### src/rtl/cbra_pkg.sv
// Shared types, codes and defaults of the chained bitmap range allocator.
package cbra_pkg;

  localparam int DEF_MAX_SLOTS = 1024;
  localparam logic [10:0] RESET_LENGTH = 11'd1024;

  localparam logic OP_ALLOC = 1'b0;
  localparam logic OP_FREE  = 1'b1;

  localparam logic [1:0] ST_OK        = 2'd0;
  localparam logic [1:0] ST_ZERO_CNT  = 2'd1;
  localparam logic [1:0] ST_NO_SPACE  = 2'd2;
  localparam logic [1:0] ST_BAD_START = 2'd3;

  localparam int MARK_ALLOC = 0;
  localparam int MARK_CHAIN = 1;

  localparam logic [3:0] DP_NOP        = 4'd0;
  localparam logic [3:0] DP_CLEAR      = 4'd1;
  localparam logic [3:0] DP_LOAD       = 4'd2;
  localparam logic [3:0] DP_STATUS     = 4'd3;
  localparam logic [3:0] DP_SCAN_INIT  = 4'd4;
  localparam logic [3:0] DP_SCAN_STEP  = 4'd5;
  localparam logic [3:0] DP_MARK_INIT  = 4'd6;
  localparam logic [3:0] DP_MARK_STEP  = 4'd7;
  localparam logic [3:0] DP_HINT_SET   = 4'd8;
  localparam logic [3:0] DP_HINT_STEP  = 4'd9;
  localparam logic [3:0] DP_WALK_INIT  = 4'd10;
  localparam logic [3:0] DP_WALK_STEP  = 4'd11;
  localparam logic [3:0] DP_RESULT     = 4'd12;

  typedef struct packed {
    logic        op;
    logic [10:0] slot_count;
    logic [9:0]  start_slot;
  } req_t;

  typedef struct packed {
    logic [1:0]  status;
    logic [9:0]  granted_start;
    logic [10:0] free_slots;
  } rsp_t;

  typedef struct packed {
    logic [3:0] op;
    logic [1:0] code;
  } dp_cmd_t;

  typedef struct packed {
    logic clr_last;
    logic op_free;
    logic count_zero;
    logic count_over;
    logic start_over;
    logic scan_fail;
    logic scan_found;
    logic mark_last;
    logic at_hint;
    logic hint_end;
    logic slot_used;
    logic walk_end;
  } dp_sts_t;

endpackage

### src/rtl/chained_bitmap_range_allocator_unit.sv
// Alloc scans from the hint and then marks each granted slot; when the run starts at the hint,
// the hint then moves past used slots until it finds a free slot or reaches the length. A
// search fails when the run would pass the length; free walks the chain from the start slot;
// zero counts, oversize counts and bad starts are rejected before the search. One item is in work
// at a time, set by the single mark memory port. Reset and every length write start a
// clearing pass over all MAX_SLOTS slots with no item accepted; the result register frees input.
module chained_bitmap_range_allocator_unit #(
  parameter int MAX_SLOTS = cbra_pkg::DEF_MAX_SLOTS
) (
  input  logic           clk,
  input  logic           rst,
  input  logic           cfg_we,
  input  logic [10:0]    cfg_wdata,
  input  logic           req_valid,
  output logic           req_stall,
  input  cbra_pkg::req_t req,
  output logic           rsp_valid,
  input  logic           rsp_stall,
  output cbra_pkg::rsp_t rsp
);

  cbra_pkg::dp_cmd_t cmd;
  cbra_pkg::dp_sts_t sts;

  cbra_dpath #(
    .MAX_SLOTS(MAX_SLOTS)
  ) u_dpath (
    .clk      (clk),
    .rst      (rst),
    .cfg_we   (cfg_we),
    .cfg_wdata(cfg_wdata),
    .req      (req),
    .cmd      (cmd),
    .sts      (sts),
    .rsp      (rsp)
  );

  cbra_ctrl u_ctrl (
    .clk      (clk),
    .rst      (rst),
    .cfg_we   (cfg_we),
    .req_valid(req_valid),
    .req_stall(req_stall),
    .rsp_valid(rsp_valid),
    .rsp_stall(rsp_stall),
    .sts      (sts),
    .cmd      (cmd)
  );

endmodule

### src/rtl/cbra_dpath.sv
// Datapath of the allocator: slot mark memory, scan pointers, counters and result register.
module cbra_dpath #(
  parameter int MAX_SLOTS = cbra_pkg::DEF_MAX_SLOTS
) (
  input  logic              clk,
  input  logic              rst,
  input  logic              cfg_we,
  input  logic [10:0]       cfg_wdata,
  input  cbra_pkg::req_t    req,
  input  cbra_pkg::dp_cmd_t cmd,
  output cbra_pkg::dp_sts_t sts,
  output cbra_pkg::rsp_t    rsp
);

  localparam int IDX_W = $clog2(MAX_SLOTS);
  localparam int CNT_W = $clog2(MAX_SLOTS + 1);
  localparam int CW    = (CNT_W > 11 ? CNT_W : 11) + 1;

  logic [1:0]       mem [MAX_SLOTS];
  logic [1:0]       rd_data;
  logic             mem_we;
  logic [1:0]       mem_wd;

  logic [CNT_W-1:0] p;
  logic [CNT_W-1:0] run_start;
  logic [CNT_W-1:0] run_len;
  logic [CNT_W-1:0] hint;
  logic [CNT_W-1:0] length;
  logic [CNT_W-1:0] free_total;
  logic [CNT_W-1:0] granted;
  logic [1:0]       res_status;
  cbra_pkg::req_t   item;

  logic [31:0]      cfg32;
  logic [31:0]      rst32;
  logic [31:0]      len32;
  logic [CNT_W-1:0] len_new;
  logic [CW-1:0]    ft_sub;
  logic [CW-1:0]    start_x;
  logic [CW-1:0]    count_x;
  logic [31:0]      granted32;
  logic [31:0]      free32;

  always_comb begin
    cfg32 = 32'(cfg_wdata);
    rst32 = 32'(cbra_pkg::RESET_LENGTH);
    len32 = rst ? rst32 : cfg32;
    if (len32 == 32'd0) begin
      len32 = 32'd1;
    end else if (len32 > 32'(MAX_SLOTS)) begin
      len32 = 32'(MAX_SLOTS);
    end
    len_new = len32[CNT_W-1:0];
  end

  assign start_x = CW'(item.start_slot);
  assign count_x = CW'(item.slot_count);
  assign ft_sub  = CW'(free_total) - count_x;

  always_comb begin
    sts.clr_last   = (p == CNT_W'(MAX_SLOTS - 1));
    sts.op_free    = (item.op == cbra_pkg::OP_FREE);
    sts.count_zero = (item.slot_count == 11'd0);
    sts.count_over = (count_x > CW'(free_total)) || (count_x > CW'(length));
    sts.start_over = (start_x >= CW'(length));
    sts.scan_fail  = (CW'(run_start) + count_x) > CW'(length);
    sts.scan_found = !rd_data[cbra_pkg::MARK_ALLOC] && (CW'(run_len) + CW'(1) == count_x);
    sts.mark_last  = (CW'(run_len) + CW'(1) == count_x);
    sts.at_hint    = (run_start == hint);
    sts.hint_end   = (p >= length);
    sts.slot_used  = rd_data[cbra_pkg::MARK_ALLOC];
    sts.walk_end   = !rd_data[cbra_pkg::MARK_CHAIN] || (CW'(p) + CW'(1) == CW'(length));
  end

  always_comb begin
    mem_we = 1'b0;
    mem_wd = 2'b00;
    case (cmd.op)
      cbra_pkg::DP_CLEAR: begin
        mem_we = 1'b1;
      end
      cbra_pkg::DP_MARK_STEP: begin
        mem_we = 1'b1;
        mem_wd[cbra_pkg::MARK_ALLOC] = 1'b1;
        mem_wd[cbra_pkg::MARK_CHAIN] = !sts.mark_last;
      end
      cbra_pkg::DP_WALK_STEP: begin
        mem_we = 1'b1;
        mem_wd[cbra_pkg::MARK_CHAIN] = rd_data[cbra_pkg::MARK_CHAIN];
      end
      default: begin
        mem_we = 1'b0;
      end
    endcase
  end

  always_ff @(posedge clk) begin
    if (mem_we) begin
      mem[p[IDX_W-1:0]] <= mem_wd;
    end
    rd_data <= mem[p[IDX_W-1:0]];
  end

  always_ff @(posedge clk) begin
    if (rst || cfg_we) begin
      length     <= len_new;
      free_total <= len_new;
      hint       <= '0;
      p          <= '0;
    end else begin
      case (cmd.op)
        cbra_pkg::DP_CLEAR: begin
          p <= p + CNT_W'(1);
        end
        cbra_pkg::DP_LOAD: begin
          item       <= req;
          res_status <= cbra_pkg::ST_OK;
          granted    <= '0;
        end
        cbra_pkg::DP_STATUS: begin
          res_status <= cmd.code;
        end
        cbra_pkg::DP_SCAN_INIT: begin
          p         <= hint;
          run_start <= hint;
          run_len   <= '0;
        end
        cbra_pkg::DP_SCAN_STEP: begin
          if (rd_data[cbra_pkg::MARK_ALLOC]) begin
            run_start <= p + CNT_W'(1);
            run_len   <= '0;
          end else begin
            run_len <= run_len + CNT_W'(1);
          end
          p <= p + CNT_W'(1);
        end
        cbra_pkg::DP_MARK_INIT: begin
          p       <= run_start;
          run_len <= '0;
        end
        cbra_pkg::DP_MARK_STEP: begin
          p       <= p + CNT_W'(1);
          run_len <= run_len + CNT_W'(1);
          if (sts.mark_last) begin
            free_total <= ft_sub[CNT_W-1:0];
            granted    <= run_start;
          end
        end
        cbra_pkg::DP_HINT_SET: begin
          hint <= p;
        end
        cbra_pkg::DP_HINT_STEP: begin
          p <= p + CNT_W'(1);
        end
        cbra_pkg::DP_WALK_INIT: begin
          p <= start_x[CNT_W-1:0];
        end
        cbra_pkg::DP_WALK_STEP: begin
          if (free_total < length) begin
            free_total <= free_total + CNT_W'(1);
          end
          p <= p + CNT_W'(1);
          if (sts.walk_end && (start_x < CW'(hint))) begin
            hint <= start_x[CNT_W-1:0];
          end
        end
        default: begin
          p <= p;
        end
      endcase
    end
  end

  assign granted32 = 32'(granted);
  assign free32    = 32'(free_total);

  always_ff @(posedge clk) begin
    if (cmd.op == cbra_pkg::DP_RESULT) begin
      rsp.status        <= res_status;
      rsp.granted_start <= granted32[9:0];
      rsp.free_slots    <= free32[10:0];
    end
  end

endmodule

### src/rtl/cbra_ctrl.sv
// Controller of the allocator: sequences clearing, search, marking, hint update and chain walk.
module cbra_ctrl (
  input  logic              clk,
  input  logic              rst,
  input  logic              cfg_we,
  input  logic              req_valid,
  output logic              req_stall,
  output logic              rsp_valid,
  input  logic              rsp_stall,
  input  cbra_pkg::dp_sts_t sts,
  output cbra_pkg::dp_cmd_t cmd
);

  localparam logic [3:0] S_CLEAR   = 4'd0;
  localparam logic [3:0] S_IDLE    = 4'd1;
  localparam logic [3:0] S_CHECK   = 4'd2;
  localparam logic [3:0] S_SCAN_RD = 4'd3;
  localparam logic [3:0] S_SCAN_EV = 4'd4;
  localparam logic [3:0] S_MARK    = 4'd5;
  localparam logic [3:0] S_HINT_RD = 4'd6;
  localparam logic [3:0] S_HINT_EV = 4'd7;
  localparam logic [3:0] S_WALK_RD = 4'd8;
  localparam logic [3:0] S_WALK_EV = 4'd9;
  localparam logic [3:0] S_DONE    = 4'd10;

  logic [3:0] state;
  logic [3:0] state_next;
  logic       rsp_free;

  assign req_stall = rst || (state != S_IDLE);
  assign rsp_free  = !rsp_valid || !rsp_stall;

  always_comb begin
    state_next = state;
    cmd.op     = cbra_pkg::DP_NOP;
    cmd.code   = cbra_pkg::ST_OK;
    case (state)
      S_CLEAR: begin
        cmd.op = cbra_pkg::DP_CLEAR;
        if (sts.clr_last) begin
          state_next = S_IDLE;
        end
      end
      S_IDLE: begin
        if (req_valid) begin
          cmd.op     = cbra_pkg::DP_LOAD;
          state_next = S_CHECK;
        end
      end
      S_CHECK: begin
        if (sts.op_free) begin
          if (sts.start_over) begin
            cmd.op     = cbra_pkg::DP_STATUS;
            cmd.code   = cbra_pkg::ST_BAD_START;
            state_next = S_DONE;
          end else begin
            cmd.op     = cbra_pkg::DP_WALK_INIT;
            state_next = S_WALK_RD;
          end
        end else if (sts.count_zero) begin
          cmd.op     = cbra_pkg::DP_STATUS;
          cmd.code   = cbra_pkg::ST_ZERO_CNT;
          state_next = S_DONE;
        end else if (sts.count_over) begin
          cmd.op     = cbra_pkg::DP_STATUS;
          cmd.code   = cbra_pkg::ST_NO_SPACE;
          state_next = S_DONE;
        end else begin
          cmd.op     = cbra_pkg::DP_SCAN_INIT;
          state_next = S_SCAN_RD;
        end
      end
      S_SCAN_RD: begin
        if (sts.scan_fail) begin
          cmd.op     = cbra_pkg::DP_STATUS;
          cmd.code   = cbra_pkg::ST_NO_SPACE;
          state_next = S_DONE;
        end else begin
          state_next = S_SCAN_EV;
        end
      end
      S_SCAN_EV: begin
        if (sts.scan_found) begin
          cmd.op     = cbra_pkg::DP_MARK_INIT;
          state_next = S_MARK;
        end else begin
          cmd.op     = cbra_pkg::DP_SCAN_STEP;
          state_next = S_SCAN_RD;
        end
      end
      S_MARK: begin
        cmd.op = cbra_pkg::DP_MARK_STEP;
        if (sts.mark_last) begin
          state_next = sts.at_hint ? S_HINT_RD : S_DONE;
        end
      end
      S_HINT_RD: begin
        if (sts.hint_end) begin
          cmd.op     = cbra_pkg::DP_HINT_SET;
          state_next = S_DONE;
        end else begin
          state_next = S_HINT_EV;
        end
      end
      S_HINT_EV: begin
        if (sts.slot_used) begin
          cmd.op     = cbra_pkg::DP_HINT_STEP;
          state_next = S_HINT_RD;
        end else begin
          cmd.op     = cbra_pkg::DP_HINT_SET;
          state_next = S_DONE;
        end
      end
      S_WALK_RD: begin
        state_next = S_WALK_EV;
      end
      S_WALK_EV: begin
        cmd.op = cbra_pkg::DP_WALK_STEP;
        if (sts.walk_end) begin
          state_next = S_DONE;
        end else begin
          state_next = S_WALK_RD;
        end
      end
      S_DONE: begin
        if (rsp_free) begin
          cmd.op     = cbra_pkg::DP_RESULT;
          state_next = S_IDLE;
        end
      end
      default: begin
        state_next = S_IDLE;
      end
    endcase
  end

  always_ff @(posedge clk) begin
    if (rst || cfg_we) begin
      state <= S_CLEAR;
    end else begin
      state <= state_next;
    end
  end

  always_ff @(posedge clk) begin
    if (rst) begin
      rsp_valid <= 1'b0;
    end else if ((state == S_DONE) && rsp_free) begin
      rsp_valid <= 1'b1;
    end else if (!rsp_stall) begin
      rsp_valid <= 1'b0;
    end
  end

endmodule

### config.mk
export PLATFORM = sky130hd
export DESIGN_NAME = chained_bitmap_range_allocator_unit
export DESIGN_NICKNAME = d
export VERILOG_FILES = /design/src/rtl/cbra_pkg.sv /design/src/rtl/chained_bitmap_range_allocator_unit.sv /design/src/rtl/cbra_dpath.sv /design/src/rtl/cbra_ctrl.sv
export SDC_FILE = /design/constraint.sdc
export NUM_CORES = 2
export LEC_CHECK = 0
export BUFFER_PORTS_ARGS = -buffer_cell sky130_fd_sc_hd__buf_2
export CAP_MARGIN = 40
export CORE_AREA = 2 2 468 470
export CTS_BUF_LIST = sky130_fd_sc_hd__clkbuf_16
export CTS_CLUSTER_SIZE = 12
export DETAILED_ROUTE_END_ITERATION = 10
export DIE_AREA = 0 0 470 472
export SLEW_MARGIN = 20
export SYNTH_ARGS = -nofsm -noshare
export SYNTH_HDL_FRONTEND = slang
export SYNTH_SLANG_ARGS = --single-unit
### constraint.sdc
create_clock -name clk -period 22.9 [get_ports clk]
set_input_delay 2.29 -clock clk [delete_from_list [all_inputs] [get_ports clk]]
set_output_delay 2.29 -clock clk [all_outputs]
set_load 0.02 [all_outputs]
==> qor.txt <==
Reg-to-Reg End: u_dpath.rd_data[0]
Yosys reg bits: 2,178
Cell row count: 171
HP Class: register to register
Clock buffer depth: 3
Power Total: 7.76 mW
P per Cell Area: 76.3 nW/µm²
Fmax: 0.153 GHz
Skew-Pair Late Insertion Delay: 0.86 ns
Status: completed
Gp weighted congestion: 0.815
Synth Instances: 5,366
Commonest cells after routing, fill and taps aside: edfxtp_1 (2,149), nor2_1 (1,098), mux4_2 (514), clkbuf_16 (224), a22oi_1 (167)
Max H-tree Level: 4
Via count: 50,800
Worst-Margin Slew: 1.20 ns
Worst VDD drop: 0.0000781 V
# IOs: 63
Endpoints failing setup: 0
Final worst slack: 16.36 ns
Synthesis-to-layout area growth: 12.3%
Clk pin slew, worst setup/hold paths: 0.06 ns
Initial core utilization: 0.418
Final-layout fill cell count: 18,300
Avg Cell Area, Syn: 16.9 µm²
Clock skew: 0.0342 ns
WHS Endpoint: u_dpath.rsp[18]
CTS tree: built
Crit path capture type: register
Crit path DAT: 7.26 ns
Pre-CTS WS: 16.11 ns
Mapped cell area: 90,500 µm²
Largest register FFs: 2,048
Share of layout cells above drive strength 1: 0.195
DIE WIDTH: 470 µm
R2r worst-path depth: 15
Synth cell types: 73
GRT overflow: 0
Cells on Worst Hold Path: 0
Post-synth top flop: edfxtp_1
Worst Path Required: 23.63 ns
Period utilization: 0.285
Area occupied by multi-input gates: 24,000 µm²
Largest net degree at the start of global routing: 250
Setup bufs post-CTS: 0
Vias/cell: 6.06
Most common cell after layout, fill and taps aside: edfxtp_1
DRC: 0
# Max-Cap Violations: 0
Final net count: 5,519
Reg2Reg Setup Slack: 16.36 ns
DR pass1 iterations: 6
Critical Path Fanout Max: 90
Initial DRC Count: 6,407
Post-synthesis sequential area ratio: 0.719
CTS Buf Count: 216
Startpoint types: register
Root buffer cell: clkbuf_16
Die footprint: 222,000 µm²
Setup TNS: 0 ns
Routed Antenna Nets: 0
Number of port buffers: 62
Per-cell routed wire length: 29.7 µm
Slew Viols, Final: 0
Critical path type: register to register
CTS Hold Bufs: 0
Minimum clock period: 6.54 ns
Post-CTS Resized: 0
Vias in the first global route: 51,200
Clock sink count: 2,178
Ys Warns: 0
WL final: 249,000 µm
Asr flop ratio synth: 0
Die Span Y: 472 µm
Launch point of the worst reg-to-reg path: u_dpath.p[0]
Core Footprint: 217,000 µm²
Tot GR Track Use: 0.222
Post-DP HPWL: 140,000 µm
First-pass GRT wire length: 359,000 µm
Slew margin rel.: 0.200
RSZ-0062 raised after global routing: false
Pleak: 30.2 nW
Final Hold Fails: 0
Antenna violations before repair: 10
Register Area: 65,100 µm²
Syn nets: 5,496
Number of flops mapped to enable cells by yosys: 2,149
Min-delay src: u_dpath.granted[7]
## per-layer routing
metal,up-vias,share of wire,global-route usage
met5,-,0.000048,0
met4,2,0.026,0.0596
met3,377,0.082,0.0360
met2,2341,0.49,0.365
met1,26900,0.41,0.308
li1,21200,-,-
## how the worst max path moves through the flow
stage                    startpoint                 end  slack, ns
detailed placement     u_dpath.p[0]  u_dpath.rd_data[0]      16.11
global placement       u_dpath.p[0]  u_dpath.rd_data[0]      15.52
finish                 u_dpath.p[0]  u_dpath.rd_data[0]      16.36
CTS                    u_dpath.p[0]  u_dpath.rd_data[0]      16.11
floorplan           u_ctrl.state[2]   u_dpath.mem[0][0]       2.77
global route           u_dpath.p[0]  u_dpath.rd_data[0]      15.83
## cells by family (layout without fill, tap and decap cells)
group	after synthesis	after routing	share of synthesized area
flip-flops	2178	2178	0.719
AND/OR/NAND/NOR	1475	1475	0.0676
AO/OA/AOI/OAI	550	550	0.0437
multiplexers	522	522	0.129
buffers and inverters	476	634	0.0209
adder cells (fa/ha/maj)	93	93	0.0130
XOR/XNOR	72	72	0.00697
other	0	5	0
## cell usage after synthesis (50+ instances only)
master | instances | area (µm²)
a21oi_1 | 72 | 360
a221oi_1 | 57 | 499
a22oi_1 | 167 | 1250
buf_2 | 61 | 305
clkbuf_1 | 318 | 1190
edfxtp_1 | 2149 | 64500
ha_1 | 90 | 1130
inv_1 | 50 | 188
mux4_2 | 514 | 11600
nand2_1 | 124 | 465
nand3_1 | 66 | 330
nand4_1 | 54 | 338
nor2_1 | 1100 | 4130
o21ai_0 | 76 | 380
xnor2_1 | 51 | 447
## report_power, final
group          switching, mW  internal, mW
Combinational          0.108        0.0877
Sequential            0.0105          4.32
Clock                   1.45          1.78
## metrics by stage
stage | hold WS [ns] | cell area, µm² | utilization | std cells
floorplan | 0.400 | 90500 | - | 5366
global placement | 0.408 | 94100 | 0.435 | 7966
detailed placement | 0.406 | 95200 | 0.440 | 8020
CTS | 0.421 | 102000 | 0.469 | 8373
global route | 0.433 | 102000 | 0.470 | 8382
finish | 0.420 | 102000 | 0.470 | 8383
## worst max-delay path, cell delays in order (launching register included)
cell	delay, ns
dfxtp_4	0.68
buf_4	0.46
buf_12	0.27
buf_4	0.63
buf_4	0.47
buf_12	0.52
buf_4	0.49
buf_16	0.29
mux4_2	0.54
a22oi_1	0.26
nand4_1	0.21
nor2_1	0.35
a311oi_1	0.15
a21oi_1	0.16
o21ai_0	0.13
mux4_2	0.50
## layout make-up
class | count | area share
clock inverters | 129 | 0.00689
multi-input cells | 2712 | 0.236
clock buffers | 224 | 0.0551
flip-flops and latches | 2178 | 0.641
inverters | 52 | 0.00199
well taps | 2854 | 0.0351
diodes | 5 | 0.000123
repair buffers | 229 | 0.0237
No activity file was read; power rests on OpenSTA's default activity.
